[config.mk]
export PLATFORM = sky130hd
export DESIGN_NAME = csa_cell
export DESIGN_NICKNAME = d
export VERILOG_FILES = /design/src/sv/csa_pkg.sv /design/src/sv/csa_cell.sv
export SDC_FILE = /design/constraint.sdc
export NUM_CORES = 1
export LEC_CHECK = 0
export CAP_MARGIN = 20
export CORE_AREA = 2 2 88 90
export DETAILED_ROUTE_END_ITERATION = 7
export DIE_AREA = 0 0 90 92
export DONT_BUFFER_PORTS = 1
export GPL_ROUTABILITY_DRIVEN = 1
export PLACE_DENSITY = 0.61
export SYNTH_ARGS = -nofsm -noshare
export SYNTH_HDL_FRONTEND = slang
export SYNTH_SLANG_ARGS = --single-unit
export TNS_END_PERCENT = 5
[constraint.sdc]
create_clock -name clk -period 2.4 [get_ports clk]
set_input_delay 0.48 -clock clk [delete_from_list [all_inputs] [get_ports clk]]
set_output_delay 0.48 -clock clk [all_outputs]
set_load 0.05 [all_outputs]
[src/sv/csa_pkg.sv]
// Shared types and constants for the contiguous segment allocator.
// Used by csa_cell and contiguous_segment_allocator_top; no dependencies.
package csa_pkg;

	localparam int ADDR_BITS    = 20;
	localparam int SIZE_W       = ADDR_BITS + 1;
	localparam int OWNER_BITS   = 8;
	localparam int MAX_SEGMENTS = 64;
	localparam int IDX_W        = $clog2(MAX_SEGMENTS);
	localparam int CNT_W        = IDX_W + 1;

	localparam logic [SIZE_W-1:0] MEM_MAX = SIZE_W'(1) << ADDR_BITS;
	localparam logic [IDX_W-1:0]  IDX_LAST = IDX_W'(MAX_SEGMENTS - 1);
	localparam logic [CNT_W-1:0]  SEG_FULL = CNT_W'(MAX_SEGMENTS);

	localparam logic [1:0] OP_REQUEST = 2'd0;
	localparam logic [1:0] OP_RELEASE = 2'd1;
	localparam logic [1:0] OP_COMPACT = 2'd2;

	localparam logic [1:0] FIT_FIRST = 2'd0;
	localparam logic [1:0] FIT_BEST  = 2'd1;
	localparam logic [1:0] FIT_WORST = 2'd2;

	localparam logic [2:0] ST_OK         = 3'd0;
	localparam logic [2:0] ST_NO_SPACE   = 3'd1;
	localparam logic [2:0] ST_NO_OWNER   = 3'd2;
	localparam logic [2:0] ST_TABLE_FULL = 3'd3;
	localparam logic [2:0] ST_BAD        = 3'd4;

	localparam logic [2:0] CMD_HOLD = 3'd0;
	localparam logic [2:0] CMD_ROT  = 3'd1;
	localparam logic [2:0] CMD_INS  = 3'd2;
	localparam logic [2:0] CMD_DEL  = 3'd3;
	localparam logic [2:0] CMD_WR   = 3'd4;
	localparam logic [2:0] CMD_MARK = 3'd5;
	localparam logic [2:0] CMD_SORT = 3'd6;

	localparam logic [0:0] REG_POOL_UNITS = 1'd0;

	typedef struct packed {
		logic [ADDR_BITS-1:0]  seg_start;
		logic [ADDR_BITS-1:0]  seg_end;
		logic                  used;
		logic [OWNER_BITS-1:0] owner;
		logic                  keep;
	} entry_t;

	typedef struct packed {
		logic [2:0]       mode;
		logic [IDX_W-1:0] pos;
		logic             phase;
		entry_t           wr;
	} cell_cmd_t;

	function automatic logic [SIZE_W-1:0] seg_len(entry_t e);
		seg_len = {1'b0, e.seg_end} - {1'b0, e.seg_start} + SIZE_W'(1);
	endfunction

endpackage

[src/sv/csa_cell.sv]
// One table slot of the segment chain: holds an entry and takes a neighbor's
// entry on rotate, insert, delete and sort steps. Depends on csa_pkg.
module csa_cell (
	input  logic                    clk,
	input  logic                    arst_n,
	input  logic [csa_pkg::IDX_W-1:0] idx,
	input  logic [csa_pkg::CNT_W-1:0] total,
	input  csa_pkg::cell_cmd_t      cmd,
	input  csa_pkg::entry_t         lo,
	input  csa_pkg::entry_t         hi,
	output csa_pkg::entry_t         q
);
	import csa_pkg::*;

	entry_t q_q;
	entry_t nxt;

	assign q = q_q;

	always_comb begin
		nxt = q_q;
		case (cmd.mode)
			CMD_ROT: nxt = hi;
			CMD_INS: begin
				if (idx > cmd.pos) nxt = lo;
			end
			CMD_DEL: begin
				if (idx >= cmd.pos) nxt = hi;
			end
			CMD_WR: begin
				if (idx == cmd.pos) nxt = cmd.wr;
			end
			CMD_MARK: nxt.keep = q_q.used && ({1'b0, idx} < total);
			CMD_SORT: begin
				// pair with the upper neighbor on matching parity, else the lower one
				if (idx[0] == cmd.phase) begin
					if (idx != IDX_LAST && !q_q.keep && hi.keep) nxt = hi;
				end else begin
					if (idx != '0 && !lo.keep && q_q.keep) nxt = lo;
				end
			end
			default: nxt = q_q;
		endcase
	end

	always_ff @(posedge clk or negedge arst_n) begin
		if (!arst_n) begin
			q_q <= '{seg_start: '0, seg_end: ADDR_BITS'(MEM_MAX - SIZE_W'(1)),
				used: 1'b0, owner: '0, keep: 1'b0};
		end else begin
			q_q <= nxt;
		end
	end

endmodule

==> results of run 1 <==
[layout make-up]
cell class | instances | area share [%]
clock buffers | 6 | 2.44
clock inverters | 2 | 0.480
inverters | 66 | 7.32
multi-input cells | 163 | 43.3
flip-flops and latches | 50 | 37.7
well taps | 102 | 3.77
repair buffers | 14 | 4.95
[worst paths after layout]
kind	from	endpoint	depth (start not counted)
worst max-delay path	cmd[56]	q[15]$_DFFE_PN1P_	9
worst min-delay path	lo[44]	q[44]$_DFFE_PN0P_	2
worst max register to register	q[0]$_DFFE_PN0P_	q[15]$_DFFE_PN1P_	7
worst min register to register	q[9]$_DFFE_PN0P_	q[9]$_DFFE_PN0P_	2
max in group asynchronous	arst_n	q[23]$_DFFE_PN1P_	2
min in group asynchronous	arst_n	q[15]$_DFFE_PN1P_	1
[through the flow]
step                worst slack (ns)  cell area, um2  power (mW)  hold WS [ns]
floorplan                      0.152            3080        2.61         0.184
global placement              0.0114            3220        2.76         0.185
detailed placement           0.00880            3250        2.79         0.185
CTS                            0.325            3380        3.36     0.0000390
global route                   0.178            3390        3.51         0.375
finish                         0.331            3390        3.32         0.384
[cells in the final DEF (no fill, tap or decap), drive strengths merged, types with 6 or more instances in the layout]
| cell type | netlist | routed |
|---|---|---|
| ha | 11 | 11 |
| mux2i | 49 | 49 |
| nand2 | 9 | 9 |
| dfstp | 20 | 20 |
| buf | 6 | 12 |
| dfrtp | 30 | 30 |
| clkbuf | 14 | 6 |
| a222oi | 49 | 49 |
| inv | 66 | 67 |
| o21ai | 9 | 9 |
[worst reg2reg max path, stage by stage, from the launching register on]
cell                        delay (ns)
sky130_fd_sc_hd__dfrtp_1          0.37
sky130_fd_sc_hd__inv_1            0.08
sky130_fd_sc_hd__a211o_1          0.23
sky130_fd_sc_hd__a32oi_1          0.20
sky130_fd_sc_hd__nand2_1          0.16
sky130_fd_sc_hd__a2111oi_4        0.45
sky130_fd_sc_hd__buf_12           0.27
sky130_fd_sc_hd__mux2i_1          0.23
[kinds of logic (layout without fill, tap and decap cells)]
logic type      Yosys count  in the layout  share of synthesized area, %
simple gates             26             26                          4.03
fa+ha+maj                11             11                          4.47
flops                    50             50                          41.5
compound gates           76             76                          22.4
xor+xnor                  1              1                         0.285
buf+inv                  86             88                          11.3
mux                      49             49                          15.9
[per-layer routing]
layer  global-route usage, %  part of all wire [%]  vias to the layer above
li1                        -                     -                     1133
met1                    24.7                    40                     1215
met2                    31.5                    49                      187
met3                    4.77                    10                        7
met4                    4.10                  0.98                        0
met5                       0                     0                        -
[power by group through the flow]
stage	logic (mW)	clock network, mW	registers (mW)
6_report	0.638	0.530	2.15
5_1_grt	0.727	0.597	2.18
4_1_cts	0.642	0.556	2.16
2_1_floorplan	0.475	0	2.14
3_3_place_gp	0.591	0	2.17
3_5_place_dp	0.625	0	2.17
==> results.txt, run 1 <==
----------------------------------------------------
[Power and ir drop]
  Relative contribution of combinational cells to total power ... 19.2%
  Sw Ratio ... 49.2%
  Flop pwr share ... 64.8%
  Standby leakage power ... 1.56 nW
  Areal power density over the cells ... 981 nW/um2
  Net switching power figure ... 1.63 mW
  Internal power ... roughly 1.7 mW
  Part of the power in the clock network ... 16.0%
  Worst vdd ir ... 0.393 mV

[Layout]
  Diode insertion count for antenna repair ... 0
  Final Instance Count excl. Fillers ... 403
  Flip-flop count of the largest register, all copies and words added ... 50
  Sequential Area ... ~1300 um2
  Fraction of final layout cells sized beyond drive strength 1 ... 14.6%
  Area growth from synthesis to layout ... 10.0%
  Number of fillers in the final layout ... 723
  Post-layout nets ... 486
  Utilization of the core after routing ... 45.5%
  Multi-input gate area ... 1470 um2

[Logic synthesis]
  Combined area of all synthesized cells ... 3080 um2
  Flip-flop and latch count after synthesis ... 50
  Ys Warns ... 0
  Proportion of register bits with asynchronous set or reset after synthesis ... 100%
  Most instantiated flip-flop cell in the synthesis netlist ... sky130_fd_sc_hd__dfrtp_1
  Top cells by area, synth ... sky130_fd_sc_hd__dfrtp_1 24%, sky130_fd_sc_hd__dfstp_2 17%, sky130_fd_sc_hd__a222oi_1 16%, sky130_fd_sc_hd__mux2i_1 16%, sky130_fd_sc_hd__inv_1 7.9%
  Most instantiated cells after synthesis ... 65 x sky130_fd_sc_hd__inv_1, 49 x sky130_fd_sc_hd__a222oi_1, 49 x sky130_fd_sc_hd__mux2i_1, 30 x sky130_fd_sc_hd__dfrtp_1, 20 x sky130_fd_sc_hd__dfstp_2
  Biggest area consumer among synthesized cells ... sky130_fd_sc_hd__dfrtp_1
  Gate count of the mapped netlist ... ~300
  Most instantiated library cell after synthesis ... sky130_fd_sc_hd__inv_1
  Average cell area after synthesis ... 10.3 um2
  Number of distinct library cell variants in the gate-level netlist after synthesis ... 35
  Top cell type's share of synthesized area ... 24.4%
  Post-synthesis sequential area ratio ... 41.5%
  Number of flops mapped to enable cells by yosys ... 0
  Nets in the synthesized netlist ... 485

[CTS]
  Skew-Pair Late Insertion Delay ... 0.30 ns
  Number of buffers created by CTS ... 5
  Clock transition time at the flip-flop clock pins of the worst setup and hold paths ... about 0.1 ns
  Cell chosen for the clock root ... sky130_fd_sc_hd__clkbuf_8
  Quantity of gates resized following cts ... 0
  CTS tree ... yes
  Setup Fix Bufs, Post-CTS ... 0
  H-tree lvl count ... 2
  Clk sink count ... 50
  Maximum buffer depth of the clock tree ... 2
  CTS Hold Buffers Added ... 2

[Run]
  Max Cap Viol ... 0

[Routing]
  Routed via count ... 2,542
  DRC Markers ... 15
  Average routed wire per standard cell ... 20.2 um
  Post-detailed-route count of antenna-violating nets ... 0
  Initial DRT Pass Iterations ... 8
  Initial DRC count ... 283
  Vias per cell ... 6.31
  Total wire length after detailed routing ... 8150 um

[Place]
  Final estimated routing congestion in global placement ... between 0.8 and 0.9
  Placed cell count ... 392
  Count of port buffers added during placement ... 0
  Post-DP HPWL ... 5980 um

[STA]
  Final sum of negative setup slack ... 0 ns
  Transition time at the pin with the least slew margin ... 0.714 ns
  Headroom to the max-slew limit ... 52.2%
  RSZ-0062 raised after global routing ... no
  Final Hold Vio Count ... 0
  Period utilisation layout ... between 80 and 90%
  Endpoints failing setup ... 0
  Highest clock rate ... 483 MHz
  Worst clock skew ... 0.00664 ns
  Time the worst path needs with I/O delays and setup ... 2.07 ns
  Number of pins exceeding their max-slew limit in the final report ... 0

[Worst setup path]
  Highest net fanout along the worst path ... 26
  Critical Setup Path Class ... input port to flip-flop
  Gate family responsible for the most delay along the worst path ... compound AO/OA/AOI/OAI gates
  Bufs and invs on worst path ... 2
  Slowest stage cell on the critical path ... sky130_fd_sc_hd__a2111oi_4
  Worst Setup End Kind ... flip-flop
  Worst path cell trace ... inv_1 -> ha_1 -> nand4_1 -> nor2_1 -> o21ai_0 -> nand2_1 -> a2111oi_4 -> buf_12 -> mux2i_1
  Largest incremental delay on the critical path ... approximately 0.47 ns
  Setup slack, reg-to-reg ... 0.35 ns
  Required time of the critical path ... 2.62 ns
  Arrival time worst endpoint ... roughly 2.3 ns
  Critical Path Start Type ... input port

[Floorplanning]
  Die outline width ... 90 um
  Total Die Area ... 8280 um2
  Die height ... 92 um
  Area of the core ... 7450 um2
  Num rows ... 32
  Initial Util ... between 40% and 50%
  Io pins ... 225

[Run status]
  Result of the run ... finished, violations left
  Violations in the final reports ... design-rule violations

[GRT]
  Global-route wire length before repair ... ~13,000 um
  Via count of the first global-routing pass ... 2,421
  Initial antenna violation count ... 0
  Total congestion overflow after global routing ... 0
  Gr usage total ... 18.8%
  Pin count of the biggest net entering global routing ... 50

[Worst hold path]
  Min-delay worst type ... input port to flip-flop

----------------------------------------------------
Note: power is estimated with default switching activity, not from simulation.
==> inputs of run 2 (changes only) <==
Settings changed: MAX_ROUTING_LAYER from default to met4.
==> run 2 against run 1 <==
Against the previous run:
- the run still ends with design-rule violations left
- utilization unchanged
- hold slack got worse by 0.0016 ns
- sequential share of layout area unchanged
- sequential power about the same
- first-iteration DRC count decreased by 6.4%
- global-route usage is 0.52 points higher
- routed wire length barely moved
- non-clock buffer count unchanged
- clock skew is 0.00079 ns lower
- largest cell class unchanged
==> results.txt, run 2 (synthesis gave the netlist of run 1 again) <==
----------------------------------------------------
[CTS]
  Setup Fix Bufs, Post-CTS ... 0 (unchanged)
  Clk sink count ... 50 (unchanged)
  CTS tree ... yes
  CTS Hold Buffers Added ... 2 (unchanged)
  Skew-Pair Late Insertion Delay ... 0.30 ns (about the same)
  Quantity of gates resized following cts ... 0 (unchanged)
  Clock transition time at the flip-flop clock pins of the worst setup and hold paths ... 0.10 ns (about the same)
  Maximum buffer depth of the clock tree ... 2 (unchanged)
  H-tree lvl count ... 2 (unchanged)
  Cell chosen for the clock root ... sky130_fd_sc_hd__clkbuf_8
  Number of buffers created by CTS ... 5 (unchanged)

[Worst setup path]
  Critical Path Start Type ... input port
  Required time of the critical path ... 2.63 ns (about the same)
  Worst Setup End Kind ... flip-flop
  Worst path cell trace ... inv_1 -> ha_1 -> nand4_1 -> nor2_1 -> o21ai_0 -> nand2_1 -> a2111oi_4 -> buf_12 -> mux2i_1
  Largest incremental delay on the critical path ... 0.47 ns (about the same)
  Highest net fanout along the worst path ... 26 (unchanged)
  Critical Setup Path Class ... input port to flip-flop
  Arrival time worst endpoint ... 2.29 ns (about the same)
  Slowest stage cell on the critical path ... sky130_fd_sc_hd__a2111oi_4

[STA]
  Period utilisation layout ... 86.2% (about the same)
  Headroom to the max-slew limit ... 52.2% (about the same)
  RSZ-0062 raised after global routing ... no
  Worst-case setup margin in the final layout ... 0.332 ns (+0.00134 ns)
  Worst clock skew ... 0.00585 ns (-0.000787 ns)
  Final sum of negative setup slack ... 0 ns (unchanged)
  Endpoints failing setup ... 0 (unchanged)
  Final Hold Vio Count ... 0 (unchanged)
  Transition time at the pin with the least slew margin ... 0.714 ns (+0.0000409 ns)
  Time the worst path needs with I/O delays and setup ... 2.07 ns (-0.00134 ns)
  Number of pins exceeding their max-slew limit in the final report ... 0 (unchanged)
  Highest clock rate ... 484 MHz (about the same)

[Layout]
  Most common cell after layout, fill and taps aside ... sky130_fd_sc_hd__inv_1
  Sequential Area ... 1280 um2 (unchanged)
  Leading cell types in the layout, fill and taps excluded ... 65 x sky130_fd_sc_hd__inv_1, 49 x sky130_fd_sc_hd__a222oi_1, 49 x sky130_fd_sc_hd__mux2i_1, 30 x sky130_fd_sc_hd__dfrtp_1, 20 x sky130_fd_sc_hd__dfstp_2
  Diode insertion count for antenna repair ... 0 (unchanged)
  Utilization of the core after routing ... 45.5% (unchanged)
  Multi-input gate area ... 1470 um2 (unchanged)
  Flip-flop count of the largest register, all copies and words added ... 50 (unchanged)
  Area growth from synthesis to layout ... 10.0% (unchanged)
  Number of fillers in the final layout ... 723 (unchanged)
  Final Instance Count excl. Fillers ... 403 (unchanged)
  Fraction of final layout cells sized beyond drive strength 1 ... 14.6% (unchanged)
  Post-layout nets ... 486 (unchanged)

[GRT]
  Global-route wire length before repair ... 12,600 um (unchanged)
  Via count of the first global-routing pass ... 2,435 (+0.58%)
  Initial antenna violation count ... 0 (unchanged)
  Total congestion overflow after global routing ... 0 (unchanged)
  Pin count of the biggest net entering global routing ... 50 (unchanged)
  Gr usage total ... 19.3% (+0.52 points)

[Floorplanning]
  Die outline width ... 90 um (unchanged)
  Initial Util ... 41.3% (unchanged)
  Die height ... 92 um (unchanged)
  Total Die Area ... 8280 um2 (unchanged)
  Io pins ... 225 (unchanged)
  Area of the core ... 7450 um2 (unchanged)
  Num rows ... 32 (unchanged)

[Run status]
  Result of the run ... finished, violations left
  Violations in the final reports ... design-rule violations

[Power and ir drop]
  Post-layout total power ... 3.32 mW (about the same)
  Standby leakage power ... 1.56 nW (unchanged)
  Areal power density over the cells ... 981 nW/um2 (about the same)
  Worst vdd ir ... 0.392 mV (about the same)

[Routing]
  Total wire length after detailed routing ... 8150 um (about the same)
  Routed via count ... 2,545 (+0.12%)
  Initial DRC count ... 265 (-6.4%)
  DRC Markers ... 7 (-8)
  Average routed wire per standard cell ... 20.2 um (about the same)
  Initial DRT Pass Iterations ... 8 (unchanged)
  Post-detailed-route count of antenna-violating nets ... 0 (unchanged)
  Vias per cell ... 6.32 (+0.12%)

[Run]
  Max Cap Viol ... 0 (unchanged)

[Place]
  Post-Place Setup Slack ... 0.00880 ns (unchanged)
  Placed cell count ... 392 (unchanged)
  Final estimated routing congestion in global placement ... 0.815 (+1.5%)
  Post-DP HPWL ... 5980 um (unchanged)
  Count of port buffers added during placement ... 0 (unchanged)

[Worst hold path]
  Min-delay worst type ... input port to flip-flop

----------------------------------------------------
-- run 2: cell counts in the layout (fill, tap and decap cells not counted) --
Identical to the previous run, type by type.
-- run 2: final cells by class --
cell class	count	area share [%]
multi-input combinational	163	43.3
timing repair buffer	14	4.95
inverter	66	7.32
clock buffer	6	2.44
clock inverter	2	0.480
sequential	50	37.7
tap	102	3.77
-- run 2: path summary, 6_finish.rpt --
path | endpoint | cells past startpoint | startpoint | slack (ns)
hold reg to reg | q[9]$_DFFE_PN0P_ | 2 | q[9]$_DFFE_PN0P_ | 0.57
setup / recovery | q[15]$_DFFE_PN1P_ | 9 | cmd[56] | 0.33
max in group asynchronous | q[23]$_DFFE_PN1P_ | 2 | arst_n | 1.06
min in group asynchronous | q[15]$_DFFE_PN1P_ | 1 | arst_n | 0.91
hold / removal | q[44]$_DFFE_PN0P_ | 2 | lo[44] | 0.38
setup reg to reg | q[15]$_DFFE_PN1P_ | 7 | q[0]$_DFFE_PN0P_ | 0.35
-- run 2: critical path, delay by kind of cell --
kind	cells	cell delay [ns]
AOI/OAI and AO/OA	2	0.63
and+or+nand+nor	3	0.38
buffers and inverters	2	0.30
adders and majority gates	1	0.28
muxes	1	0.23
-- run 2: where the power goes --
part           switching, mW  internal (mW)  total [mW]
clock network          0.294          0.238       0.532
registers               1.00           1.15        2.15
logic                  0.343          0.295       0.638
total                   1.64           1.69        3.32
-- run 2: through the flow --
step | hold slack, ns | instance area [um2]
3_3_place_gp | 0.185 | 3220
3_5_place_dp | 0.185 | 3250
4_1_cts | 0.0000390 | 3380
5_1_grt | 0.375 | 3390
6_report | 0.382 | 3390
2_1_floorplan | 0.184 | 3080
-- run 2: routing by layer --
metal	vias up	share of wire, %	track usage [%]
li1	1134	-	-
met1	1222	41	25.2
met2	184	49	31.4
met3	5	9.9	4.03
met4	0	0.75	4.10
met5	-	0	-
==> inputs of run 3 (changes only) <==
--- a/config.mk
+++ b/config.mk
@@ -14,4 +14,5 @@
 export MAX_ROUTING_LAYER = met4
 export PLACE_DENSITY = 0.61
+export SLEW_MARGIN = 20
 export SYNTH_ARGS = -nofsm -noshare
 export SYNTH_HDL_FRONTEND = slang
==> constraint.sdc (replaced) <==
create_clock -name clk -period 2.4 [get_ports clk]
set_input_delay 0.24 -clock clk [delete_from_list [all_inputs] [get_ports clk]]
set_output_delay 0.24 -clock clk [all_outputs]
set_load 0.05 [all_outputs]
==> run 3 against run 2 <==
Against the previous run:
- register-to-register slack got worse by 0.02 ns
- count of clock-buffer cells in the layout unchanged
- hold slack got worse by 0.24 ns
- largest power group unchanged
- utilization decreased by 0.67 points
- critical path type is now flip-flop to flip-flop
- sequential share of layout area increased by 0.57 points
- maximum frequency decreased by 0.18%
- the flow still finishes with violations (design-rule violations)
- via count decreased by 2.2%
- highest routed layer unchanged
==> results.txt, run 3 (synthesis gave the netlist of run 1 again) <==
----------------------------------------------------
[CTS]
  Maximum buffer depth of the clock tree ... 2 (unchanged)
  Skew-Pair Late Insertion Delay ... 0.30 ns (about the same)
  Clk sink count ... 50 (unchanged)
  CTS tree ... yes
  Number of buffers created by CTS ... 5 (unchanged)
  Setup Fix Bufs, Post-CTS ... 0 (unchanged)
  H-tree lvl count ... 2 (unchanged)
  Cell chosen for the clock root ... sky130_fd_sc_hd__clkbuf_8
  Clock transition time at the flip-flop clock pins of the worst setup and hold paths ... 0.10 ns (about the same)

[GRT]
  Via count of the first global-routing pass ... 2,447 (+0.49%)
  Gr usage total ... 18.9% (-0.46 points)
  GR met1 Demand/Resource ... 23.8% (-1.4 points)
  Global routing's busiest layer ... met2
  Initial antenna violation count ... 0 (unchanged)
  Global-route wire length before repair ... 12,300 um (-2.1%)
  Total congestion overflow after global routing ... 0 (unchanged)
  Global routing met2 resource utilization ... 31.2% (-0.19 points)
  Pin count of the biggest net entering global routing ... 51 (+2.0%)
  Met3 Use GR ... 4.11% (+0.082 points)

[Routing]
  Routed via count ... 2,490 (-2.2%)
  Vias per cell ... 6.23 (-1.4%)
  Initial DRT Pass Iterations ... 8 (unchanged)
  Post-detailed-route count of antenna-violating nets ... 0 (unchanged)
  Initial DRC count ... 290 (+9.4%)
  DRC Markers ... 10 (+3)
  Average routed wire per standard cell ... 19.7 um (-2.5%)
  Total wire length after detailed routing ... 7890 um (-3.2%)

[Floorplanning]
  Total Die Area ... 8280 um2 (unchanged)
  Initial Util ... 41.3% (unchanged)
  Die outline width ... 90 um (unchanged)
  Die height ... 92 um (unchanged)
  Io pins ... 225 (unchanged)
  Area of the core ... 7450 um2 (unchanged)
  Num rows ... 32 (unchanged)

[STA]
  Highest clock rate ... 483 MHz (-0.18%)
  Hold WS ... 0.147 ns (-0.236 ns)
  Headroom to the max-slew limit ... 64.9% (+13 points)
  Time the worst path needs with I/O delays and setup ... 2.07 ns (+0.00376 ns)
  Period utilisation layout ... 86.3% (+0.16 points)
  Final Hold Vio Count ... 0 (unchanged)
  RSZ-0062 raised after global routing ... no
  Worst clock skew ... 0.00962 ns (+0.00377 ns)
  Endpoints failing setup ... 0 (unchanged)
  Transition time at the pin with the least slew margin ... 0.526 ns (-0.188 ns)
  Final sum of negative setup slack ... 0 ns (unchanged)
  Number of pins exceeding their max-slew limit in the final report ... 0 (unchanged)

[Worst setup path]
  Required time of the critical path ... 2.62 ns (about the same)
  Highest net fanout along the worst path ... 26 (unchanged)
  Arrival time worst endpoint ... 2.29 ns (about the same)
  Critical Path Start Type ... flip-flop
  Critical Setup Path Class ... flip-flop to flip-flop
  Worst Setup End Kind ... flip-flop

[Layout]
  Area growth from synthesis to layout ... 8.42%
  Post-layout nets ... 483 (-0.62%)
  Fraction of final layout cells sized beyond drive strength 1 ... 13.8% (-0.86 points)
  Leading cell types in the layout, fill and taps excluded ... 65 x sky130_fd_sc_hd__inv_1, 49 x sky130_fd_sc_hd__a222oi_1, 49 x sky130_fd_sc_hd__mux2i_1, 30 x sky130_fd_sc_hd__dfrtp_1, 20 x sky130_fd_sc_hd__dfstp_2
  Flip-flop count of the largest register, all copies and words added ... 50 (unchanged)
  Diode insertion count for antenna repair ... 0 (unchanged)
  Final design instance area without fill ... 3340 um2 (-1.5%)
  Most common cell after layout, fill and taps aside ... sky130_fd_sc_hd__inv_1

[Place]
  Count of port buffers added during placement ... 0 (unchanged)
  Cell Area, Placed ... 3210 um2 (-1.1%)
  Final estimated routing congestion in global placement ... 0.846 (+3.8%)
  Post-DP HPWL ... 5920 um (-1.0%)

[Run status]
  Violations in the final reports ... design-rule violations
  Result of the run ... finished, violations left

[Power and ir drop]
  Standby leakage power ... 1.54 nW (-1.3%)
  Post-layout total power ... 3.26 mW (-1.9%)
  Areal power density over the cells ... 977 nW/um2 (-0.42%)
  Worst vdd ir ... 0.485 mV (+24%)

[Worst hold path]
  Min-delay worst type ... input port to flip-flop

[Run]
  Max Cap Viol ... 0 (unchanged)

----------------------------------------------------
run 3: cell types whose count changed in the layout (fill, tap and decap cells not counted):
cell                            delta
sky130_fd_sc_hd__buf_12            -1
sky130_fd_sc_hd__clkinv_4          +1
sky130_fd_sc_hd__buf_4             -1
sky130_fd_sc_hd__inv_6             -1
sky130_fd_sc_hd__clkinv_2          +1
sky130_fd_sc_hd__clkbuf_8          -1
sky130_fd_sc_hd__clkbuf_1          +1
sky130_fd_sc_hd__dlygate4sd3_1     -1
sky130_fd_sc_hd__clkinvlp_4        -1
run 3: what timing repair did:
item | in CTS | in global routing
hold buffers | 2 | 0
setup endpoints to repair | 0 | 0
gates resized for setup | 0 | 0
hold endpoints to repair | 50 | 0
run 3: final timing paths:
| check | startpoint | cells past startpoint | slack [ns] | end |
|---|---|---|---|---|
| max | q[0]$_DFFE_PN0P_ | 7 | 0.33 | q[27]$_DFFE_PN1P_ |
| min | lo[5] | 2 | 0.15 | q[5]$_DFFE_PN0P_ |
| max reg2reg | q[0]$_DFFE_PN0P_ | 7 | 0.33 | q[27]$_DFFE_PN1P_ |
| min reg2reg | q[9]$_DFFE_PN0P_ | 2 | 0.56 | q[9]$_DFFE_PN0P_ |
| max in group asynchronous | arst_n | 2 | 1.66 | q[11]$_DFFE_PN1P_ |
| min in group asynchronous | arst_n | 2 | 0.46 | q[37]$_DFFE_PN0P_ |
run 3: through the flow:
step	setup slack, ns	std cells	util [%]
finish	0.328	400	44.8
CTS	0.299	400	44.8
detailed placement	0.226	390	43.1
floorplan	0.154	299	-
global placement	0.280	390	43.1
global route	0.146	400	44.8
run 3: report_power, final:
group / leakage, nW / internal (mW) / switching [mW]
Sequential: 0.569 / 1.15 / 1.00
Combinational: 0.923 / 0.288 / 0.337
Clock: 0.0452 / 0.206 / 0.274
Total: 1.54 / 1.65 / 1.61
run 3: layout make-up:
cell class / instances / area (um2)
Clock buffer: 6 / 72.6
Clock inverter: 2 / 13.8
Fill cell: 755 / 4110
Inverter: 66 / 248
Multi-Input combinational cell: 163 / 1470
Sequential cell: 50 / 1280
Tap cell: 102 / 128
Timing Repair Buffer: 11 / 130
run 3: layer usage:
layer  up-vias  wire length, um
met4         0               54
li1       1132                -
met3         5              683
met2       162             3860
met5         -                0
met1      1191             3290
run 3: worst max-delay path: stages (launching register included):
cell	delay, ns
sky130_fd_sc_hd__dfrtp_1	0.36
sky130_fd_sc_hd__inv_1	0.07
sky130_fd_sc_hd__a211o_1	0.24
sky130_fd_sc_hd__a32oi_1	0.21
sky130_fd_sc_hd__nand2_1	0.15
sky130_fd_sc_hd__a2111oi_4	0.46
sky130_fd_sc_hd__buf_12	0.28
sky130_fd_sc_hd__mux2i_1	0.22
